==> src/rtl/core/cnm_pkg.sv <==
// Shared types and constants for the cron next-match-time block.
package cnm_pkg;

   localparam int unsigned MINUTE_W = 60;
   localparam int unsigned HOUR_W   = 24;
   localparam int unsigned LIMIT_W  = 16;
   localparam int unsigned YEAR_W   = 14;

   localparam logic [LIMIT_W-1:0] LIMIT_RESET = 16'd3000;
   localparam logic [YEAR_W-1:0]  YEAR_MAX    = 14'd9999;

   // year / 100 as (year * 5243) >> 19, exact for any 14-bit year
   localparam logic [12:0] DIV100_MULT  = 13'd5243;
   localparam int unsigned DIV100_SHIFT = 19;

   typedef struct packed {
      logic [MINUTE_W-1:0] minute_mask;
      logic [HOUR_W-1:0]   hour_mask;
      logic [31:0]         mday_mask;
      logic [6:0]          wday_mask;
      logic [11:0]         month_mask;
      logic [5:0]          now_minute;
      logic [4:0]          now_hour;
      logic [4:0]          now_mday;
      logic [2:0]          now_wday;
      logic [3:0]          now_month;
      logic [YEAR_W-1:0]   now_year;
   } cnm_req_type;

   typedef struct packed {
      logic [5:0]        next_minute;
      logic [4:0]        next_hour;
      logic [4:0]        next_mday;
      logic [2:0]        next_wday;
      logic [3:0]        next_month;
      logic [YEAR_W-1:0] next_year;
      logic              gave_up;
   } cnm_rsp_type;

endpackage

==> src/rtl/core/cnm_stream_if.sv <==
// Valid/ready channel carrying one request or response payload.
interface cnm_stream_if #(
   parameter type payload_type = logic
);
   logic        valid;
   logic        ready;
   payload_type data;

   modport source (output valid, output data, input ready);
   modport sink   (input valid, input data, output ready);
endinterface

==> src/rtl/core/cron_next_match_time_top.sv <==
// Next firing time of one cron schedule, found by a day-stepping sequencer.
//
//  channel    dir  handshake                  payload
//  req_chan   in   valid/ready                cnm_req_type (masks, current time)
//  rsp_chan   out  valid/ready                cnm_rsp_type (next time, gave_up)
//  csr_*      in   write enable, no stall     16-bit lookahead limit
//
// Match in this hour or a later hour today: response set in the load state.
// Otherwise one date-step unit advances one day per cycle and gives up after
// lookahead-limit days without a match; an empty minute or hour mask gives up.
// One request in flight; req_chan.ready is high only while idle.
// A stalled response holds until taken. Reset is synchronous, limit resets to 3000.
module cron_next_match_time_top
   import cnm_pkg::*;
(
   input  logic                clock,
   input  logic                reset,
   cnm_stream_if.sink          req_chan,
   cnm_stream_if.source        rsp_chan,
   input  logic                csr_write_enable,
   input  logic [LIMIT_W-1:0]  csr_write_data
);

   localparam logic [2:0] ST_IDLE = 3'd0;
   localparam logic [2:0] ST_LOAD = 3'd1;
   localparam logic [2:0] ST_YEAR = 3'd2;
   localparam logic [2:0] ST_DAY  = 3'd3;
   localparam logic [2:0] ST_DONE = 3'd4;

   localparam logic [MINUTE_W-1:0] MINUTE_ONES = '1;
   localparam logic [HOUR_W-1:0]   HOUR_ONES   = '1;

   function automatic logic [5:0] low_minute(input logic [MINUTE_W-1:0] v);
      logic [5:0] idx;
      idx = '0;
      for (int i = MINUTE_W - 1; i >= 0; i--) begin
         if (v[i]) idx = 6'(i);
      end
      return idx;
   endfunction

   function automatic logic [4:0] low_hour(input logic [HOUR_W-1:0] v);
      logic [4:0] idx;
      idx = '0;
      for (int i = HOUR_W - 1; i >= 0; i--) begin
         if (v[i]) idx = 5'(i);
      end
      return idx;
   endfunction

   function automatic logic [4:0] month_days(input logic [3:0] mon, input logic leap);
      logic [4:0] days;
      unique case (mon)
         4'd1:                   days = leap ? 5'd29 : 5'd28;
         4'd3, 4'd5, 4'd8, 4'd10,
         4'd12, 4'd15:           days = 5'd30;
         default:                days = 5'd31;
      endcase
      return days;
   endfunction

   function automatic logic [2:0] wday_step(input logic [2:0] w);
      logic [2:0] nx;
      unique case (w)
         3'd6:    nx = 3'd0;
         3'd7:    nx = 3'd1;
         default: nx = w + 3'd1;
      endcase
      return nx;
   endfunction

   function automatic logic day_match(input cnm_req_type q, input logic [4:0] mday,
                                      input logic [2:0] wday, input logic [3:0] mon);
      logic [7:0]  wd;
      logic [15:0] mo;
      wd = {1'b0, q.wday_mask};
      mo = {4'b0, q.month_mask};
      return (q.mday_mask[mday] | wd[wday]) & mo[mon];
   endfunction

   function automatic logic [YEAR_W-1:0] sat_year(input logic [YEAR_W:0] y);
      return (y > {1'b0, YEAR_MAX}) ? YEAR_MAX : y[YEAR_W-1:0];
   endfunction

   logic [2:0]          state_ff, state_in;
   logic [LIMIT_W-1:0]  limit_ff;
   cnm_req_type         job_ff;
   cnm_rsp_type         rsp_ff, rsp_in;
   logic [5:0]          min_ff, min_in;
   logic [4:0]          hr_ff, hr_in;
   logic [4:0]          mday_ff, mday_in;
   logic [2:0]          wday_ff, wday_in;
   logic [3:0]          mon_ff, mon_in;
   logic [YEAR_W:0]     year_ff, year_in;
   logic [7:0]          cent_ff, cent_in;     // year / 100
   logic [6:0]          yrem_ff, yrem_in;     // year % 100
   logic [LIMIT_W-1:0]  steps_ff, steps_in;

   logic                req_fire;
   logic                today;
   logic [31:0]         hour_ext;
   logic [MINUTE_W-1:0] min_left;
   logic [HOUR_W-1:0]   hr_left;
   logic [26:0]         cent_prod;
   logic [YEAR_W:0]     cent_x100;
   logic                leap;
   logic [4:0]          len;
   logic [5:0]          mday_inc;
   logic [4:0]          mon_inc;
   logic                mday_wrap;
   logic                year_wrap;
   logic [4:0]          step_mday;
   logic [2:0]          step_wday;
   logic [3:0]          step_mon;

   assign req_fire       = req_chan.valid && req_chan.ready;
   assign req_chan.ready = (state_ff == ST_IDLE);
   assign rsp_chan.valid = (state_ff == ST_DONE);
   assign rsp_chan.data  = rsp_ff;

   // first-cycle checks on the captured request
   assign today     = day_match(job_ff, job_ff.now_mday, job_ff.now_wday, job_ff.now_month);
   assign hour_ext  = {8'b0, job_ff.hour_mask};
   assign min_left  = job_ff.minute_mask & (MINUTE_ONES << ({1'b0, job_ff.now_minute} + 7'd1));
   assign hr_left   = job_ff.hour_mask & (HOUR_ONES << ({1'b0, job_ff.now_hour} + 6'd1));
   assign cent_prod = 27'(job_ff.now_year) * 27'(DIV100_MULT);
   assign cent_x100 = 15'(cent_ff) * 15'd100;

   // date-step unit
   assign leap      = (year_ff[1:0] == 2'd0) && ((yrem_ff != 7'd0) || (cent_ff[1:0] == 2'd0));
   assign len       = month_days(mon_ff, leap);
   assign mday_inc  = {1'b0, mday_ff} + 6'd1;
   assign mon_inc   = {1'b0, mon_ff} + 5'd1;
   assign mday_wrap = mday_inc > {1'b0, len};
   assign year_wrap = mday_wrap && (mon_inc >= 5'd12);
   assign step_mday = mday_wrap ? 5'd1 : mday_inc[4:0];
   assign step_wday = wday_step(wday_ff);
   assign step_mon  = year_wrap ? 4'd0 : (mday_wrap ? mon_inc[3:0] : mon_ff);

   always_comb begin
      state_in = state_ff;
      rsp_in   = rsp_ff;
      min_in   = min_ff;
      hr_in    = hr_ff;
      mday_in  = mday_ff;
      wday_in  = wday_ff;
      mon_in   = mon_ff;
      year_in  = year_ff;
      cent_in  = cent_ff;
      yrem_in  = yrem_ff;
      steps_in = steps_ff;
      unique case (state_ff)
         ST_IDLE: begin
            if (req_fire) state_in = ST_LOAD;
         end
         ST_LOAD: begin
            mday_in = job_ff.now_mday;
            wday_in = job_ff.now_wday;
            mon_in  = job_ff.now_month;
            year_in = {1'b0, job_ff.now_year};
            cent_in = cent_prod[26:DIV100_SHIFT];
            min_in  = low_minute(job_ff.minute_mask);
            hr_in   = low_hour(job_ff.hour_mask);
            rsp_in.next_minute = low_minute(job_ff.minute_mask);
            rsp_in.next_hour   = job_ff.now_hour;
            rsp_in.next_mday   = job_ff.now_mday;
            rsp_in.next_wday   = job_ff.now_wday;
            rsp_in.next_month  = job_ff.now_month;
            rsp_in.next_year   = sat_year({1'b0, job_ff.now_year});
            rsp_in.gave_up     = 1'b0;
            priority if (job_ff.minute_mask == '0 || job_ff.hour_mask == '0) begin
               rsp_in   = '0;
               rsp_in.gave_up = 1'b1;
               state_in = ST_DONE;
            end else if (today && hour_ext[job_ff.now_hour] && min_left != '0) begin
               rsp_in.next_minute = low_minute(min_left);
               state_in = ST_DONE;
            end else if (today && hr_left != '0) begin
               rsp_in.next_hour = low_hour(hr_left);
               state_in = ST_DONE;
            end else begin
               state_in = ST_YEAR;
            end
         end
         ST_YEAR: begin
            yrem_in  = 7'(year_ff - cent_x100);
            steps_in = '0;
            state_in = ST_DAY;
         end
         ST_DAY: begin
            if (steps_ff >= limit_ff) begin
               rsp_in   = '0;
               rsp_in.gave_up = 1'b1;
               state_in = ST_DONE;
            end else begin
               steps_in = steps_ff + 1'b1;
               mday_in  = step_mday;
               wday_in  = step_wday;
               mon_in   = step_mon;
               if (year_wrap) begin
                  year_in = year_ff + 1'b1;
                  if (yrem_ff == 7'd99) begin
                     yrem_in = '0;
                     cent_in = cent_ff + 1'b1;
                  end else begin
                     yrem_in = yrem_ff + 1'b1;
                  end
               end
               if (day_match(job_ff, step_mday, step_wday, step_mon)) begin
                  rsp_in.next_minute = min_ff;
                  rsp_in.next_hour   = hr_ff;
                  rsp_in.next_mday   = step_mday;
                  rsp_in.next_wday   = step_wday;
                  rsp_in.next_month  = step_mon;
                  rsp_in.next_year   = sat_year(year_wrap ? year_ff + 1'b1 : year_ff);
                  rsp_in.gave_up     = 1'b0;
                  state_in = ST_DONE;
               end
            end
         end
         ST_DONE: begin
            if (rsp_chan.ready) state_in = ST_IDLE;
         end
         default: state_in = ST_IDLE;
      endcase
   end

   always_ff @(posedge clock) begin
      if (reset) begin
         state_ff <= ST_IDLE;
         limit_ff <= LIMIT_RESET;
      end else begin
         state_ff <= state_in;
         if (csr_write_enable) limit_ff <= csr_write_data;
      end
   end

   always_ff @(posedge clock) begin
      if (req_fire) job_ff <= req_chan.data;
      rsp_ff   <= rsp_in;
      min_ff   <= min_in;
      hr_ff    <= hr_in;
      mday_ff  <= mday_in;
      wday_ff  <= wday_in;
      mon_ff   <= mon_in;
      year_ff  <= year_in;
      cent_ff  <= cent_in;
      yrem_ff  <= yrem_in;
      steps_ff <= steps_in;
   end

endmodule

==> src/flat_wrapper.sv <==
// flat-port wrapper written by rule: the top's interface ports become plain ports
module cron_next_match_time_top_flat import cnm_pkg::*;
  (clock, reset, csr_write_enable, csr_write_data, req_chan_valid, req_chan_data, req_chan_ready, rsp_chan_valid, rsp_chan_data, rsp_chan_ready);
  cnm_stream_if req_chan_i ();
  cnm_stream_if rsp_chan_i ();
  input  logic clock;
  input  logic reset;
  input  logic csr_write_enable;
  input  logic [LIMIT_W-1:0] csr_write_data;
  input wire logic [$bits(req_chan_i.valid)-1:0] req_chan_valid;
  input wire logic [$bits(req_chan_i.data)-1:0] req_chan_data;
  output wire logic [$bits(req_chan_i.ready)-1:0] req_chan_ready;
  output wire logic [$bits(rsp_chan_i.valid)-1:0] rsp_chan_valid;
  output wire logic [$bits(rsp_chan_i.data)-1:0] rsp_chan_data;
  input wire logic [$bits(rsp_chan_i.ready)-1:0] rsp_chan_ready;
  assign req_chan_i.valid = req_chan_valid;
  assign req_chan_i.data = req_chan_data;
  assign req_chan_ready = req_chan_i.ready;
  assign rsp_chan_valid = rsp_chan_i.valid;
  assign rsp_chan_data = rsp_chan_i.data;
  assign rsp_chan_i.ready = rsp_chan_ready;
  cron_next_match_time_top u_core (.clock(clock), .reset(reset), .req_chan(req_chan_i), .rsp_chan(rsp_chan_i), .csr_write_enable(csr_write_enable), .csr_write_data(csr_write_data));
endmodule
==> config.mk <==
export PLATFORM = sky130hd
export DESIGN_NAME = cron_next_match_time_top_flat
export DESIGN_NICKNAME = d
export VERILOG_FILES = /design/src/rtl/core/cnm_pkg.sv /design/src/rtl/core/cnm_stream_if.sv /design/src/rtl/core/cron_next_match_time_top.sv /design/src/flat_wrapper.sv
export SDC_FILE = /design/constraint.sdc
export NUM_CORES = 1
export LEC_CHECK = 0
export ABC_AREA = 0
export BUFFER_PORTS_ARGS = -buffer_cell sky130_fd_sc_hd__buf_2
export CAP_MARGIN = 5
export CORE_MARGIN = 3
export CORE_UTILIZATION = 45
export DETAILED_ROUTE_END_ITERATION = 12
export HOLD_SLACK_MARGIN = 0.06
export PLACE_DENSITY = 0.63
export SLEW_MARGIN = 15
export SYNTH_ARGS = -nofsm -noshare
export SYNTH_HDL_FRONTEND = slang
export SYNTH_SLANG_ARGS = --single-unit
export TNS_END_PERCENT = 100
==> constraint.sdc <==
create_clock -name clock -period 3.64 [get_ports clock]
set_input_delay 0.728 -clock clock [delete_from_list [all_inputs] [get_ports clock]]
set_output_delay 0.728 -clock clock [all_outputs]
set_load 0.01 [all_outputs]
==> results.yml <==
outcome:
  status: "finished, final reports clean"
global_route:
  grt_overflow_total: 0
  grt_pass1_vias: 1347
  grt_max_degree: 24
  grt_pass1_wl_um: 6085
  antenna_found_initial: 0
  grt_usage_pct: 15.22
synth:
  ys_top_cells_by_area: "edfxtp_1 26%, dfxtp_1 19%, ha_1 11%"
  yosysTopAreaCellShare_pct: 25.92
  yosys_warnings: 0
  synth_area_leader_cell: "edfxtp_1"
  ys_seq_elements: 36
  ys_seq_area_share_pct: 45.24
  synth_cells: 197
  synth_cell_types: 38
  avgSynthCellArea_um2: 9.997
  netlist_area_um2: 1969
  syn_nets: 236
clock_network:
  clockBufferDepth: 2
  hold_buffers: 0
  htreeDepth: 2
  cts_tree: "yes"
  cts_buffers: 5
  clkSinkCount: 36
  cts_resized: 0
  path_clk_slew_ps: 70
  clk_latency_ps: 290
  cts-root-buf: "clkbuf_8"
  post-cts-setup-buffers: 0
place:
  place.gp.congestion: 0.7284
  placed_area_um2: 2135
  dp_cells: 266
  port_buffers: 23
  place_hpwl_um: 2738
final_layout:
  drive_gt1_share_pct: 18.30
  area_growth_pct: 13.47
  final_nets: 262
  final_area_um2: 2235
  instances_no_fill: 274
  diodes: 0
timing:
  finalCritPeriodShare_pct: 63.52
  fmax_ghz: 0.4325
  min_period_ps: 2312
  setup-violations-final: 0
  max-slew-margin-rel_pct: 65.96
  finalSetupTns_ps: 0
  finalHoldViolCount: 0
  grt_setup_unrepaired: "no"
  worst_slew_pin_slew_ps: 497.7
  fin_skew_ps: 4.899
  maxSlewViolCount: 0
route:
  wl_per_cell_um: 13.20
  drt_iter0_markers: 40
  vias_per_cell: 5.044
  drt-total-wl_um: 3617
  first_pass_iters: 4
  drc: 0
  ant_nets: 0
  vias: 1382
floorplan:
  ios: 25
  die_h_um: 72.16
  fp-row-count: 23
  dieArea_um2: 5206
  die_w_um: 72.16
  core_area_um2: 4115
  initial_utilization_pct: 47.86
run:
  cap_viol_max_count: 0
setup_path:
  cp_max_fo: 16
  crit_type: "flip-flop to flip-flop"
  startpoint_type: "flip-flop"
  crit_arrival_ps: 2290
  cp.required_ps: 3620
  crit_path_end_kind: "flip-flop"
pwr:
  leakagePower_nw: 0.9401
  power_density_nw_per_um2: 373.3
  power.total_mw: 0.8341
  vdd_ir_drop_max_v: 0.0002664
hold_path:
  min-delay-path-class: "flip-flop to flip-flop"
==> worst max-delay path: stages, from the launching register on <==
cell and delay, ps:
edfxtp_1 420, inv_1 70, ha_1 290, nand2b_4 140, a2111oi_2 360, o21a_2 220
o211ai_4 120, o21ai_1 110, buf_4 260
==> report_power, final <==
group	leakage, nW	switching (mW)	internal [mW]
Clock	0.0515	0.137	0.173
Combinational	0.582	0.0444	0.0390
Sequential	0.306	0.00658	0.434
==> through the flow <==
stage | hold WS (ps) | setup WS [ps] | utilization, %
2_1_floorplan | 459.3 | 1223 | -
3_3_place_gp | 473.1 | 1365 | 51.87
3_5_place_dp | 481.3 | 1325 | 51.87
4_1_cts | 497.2 | 1295 | 54.30
5_1_grt | 513.9 | 1221 | 54.30
6_report | 491.2 | 1328 | 54.30
==> flip-flops by register name (all words and copies together) (netlist names) <==
register	cells
u_core.limit_ff	16
u_core.rsp_chan.data	1
u_core.state_ff	3
u_core.steps_ff	16
==> kinds of logic (layout without fill, tap and decap cells) <==
| logic type | Yosys count | in the layout | share of synthesized area [%] |
|---|---|---|---|
| xor+xnor | 13 | 13 | 5.781 |
| flops | 36 | 36 | 45.23 |
| buf+inv | 25 | 52 | 4.828 |
| fa+ha+maj | 17 | 17 | 10.80 |
| compound gates | 27 | 27 | 10.80 |
| mux | 9 | 9 | 4.575 |
| simple gates | 70 | 70 | 17.98 |
==> cells in the final DEF, fill, tap and decap left out, types with 2 or more instances in the layout <==
master,Yosys,final
nor2b_1,2,2
o21ai_0,2,2
nand2_1,12,12
nand4_1,4,4
and3_1,2,2
nand3_1,6,6
dfxtp_1,19,19
o21ai_1,3,3
o211ai_1,7,7
mux2i_1,9,9
xnor2_1,5,5
ha_1,17,17
a21oi_1,5,5
nor3_1,3,3
clkbuf_8,0,7
and2_1,2,2
edfxtp_1,17,17
buf_2,1,23
inv_1,20,20
nor2_1,31,31
xor2_1,8,8
a211oi_2,2,2
==> synth_stat cells <==
master and number:
a21oi_1 5, dfxtp_1 19, nand2b_4 1, nor2b_1 2, or2_1 1, edfxtp_1 17, nand3_1 6, and2b_2 1
ha_1 17, o21a_1 1, mux2i_1 9, or3_1 1, nor2_1 31, o21ai_0 2, buf_2 1, clkbuf_1 4
and3_1 2, nand2_4 1, xor2_1 8, and2_1 2, nor3_2 1, nand2_1 12, a211oi_2 2, o21ai_1 3
nand4_1 4, o21a_2 1, o211ai_1 7, o2111ai_1 1, o211ai_4 1, a2111oi_0 1, xnor2_1 5, nor4_4 1
nor3_1 3, nor3b_1 1, inv_1 20, a211oi_1 1, a2111oi_2 1, a21o_1 1
==> layer usage <==
layer | wire (um) | part of all wire [%] | track usage, %
met1 | 1750 | 48 | 19.47
met2 | 1667 | 46 | 24.87
met3 | 156 | 4.3 | 4.986
met4 | 41 | 1.1 | 3.758
met5 | 0 | 0 | 0
==> worst paths after layout <==
path,from,to,slack [ps],depth (start not counted)
worst max register to register,u_core.steps_ff[0],u_core.steps_ff[12],1330,8
worst min register to register,u_core.limit_ff[3],u_core.limit_ff[3],490,2
worst min-delay path,u_core.limit_ff[3],u_core.limit_ff[3],490,2
worst max-delay path,u_core.steps_ff[0],u_core.steps_ff[12],1330,8
==> layout make-up <==
class | count | area, um2
clock buffer | 8 | 100.1
fill | 385 | 1881
inverter | 20 | 75.07
multi-input combinational | 136 | 983.4
sequential | 36 | 890.9
tap | 50 | 62.56
timing repair buffer | 24 | 122.6
Note: power is estimated with default switching activity, not from simulation.
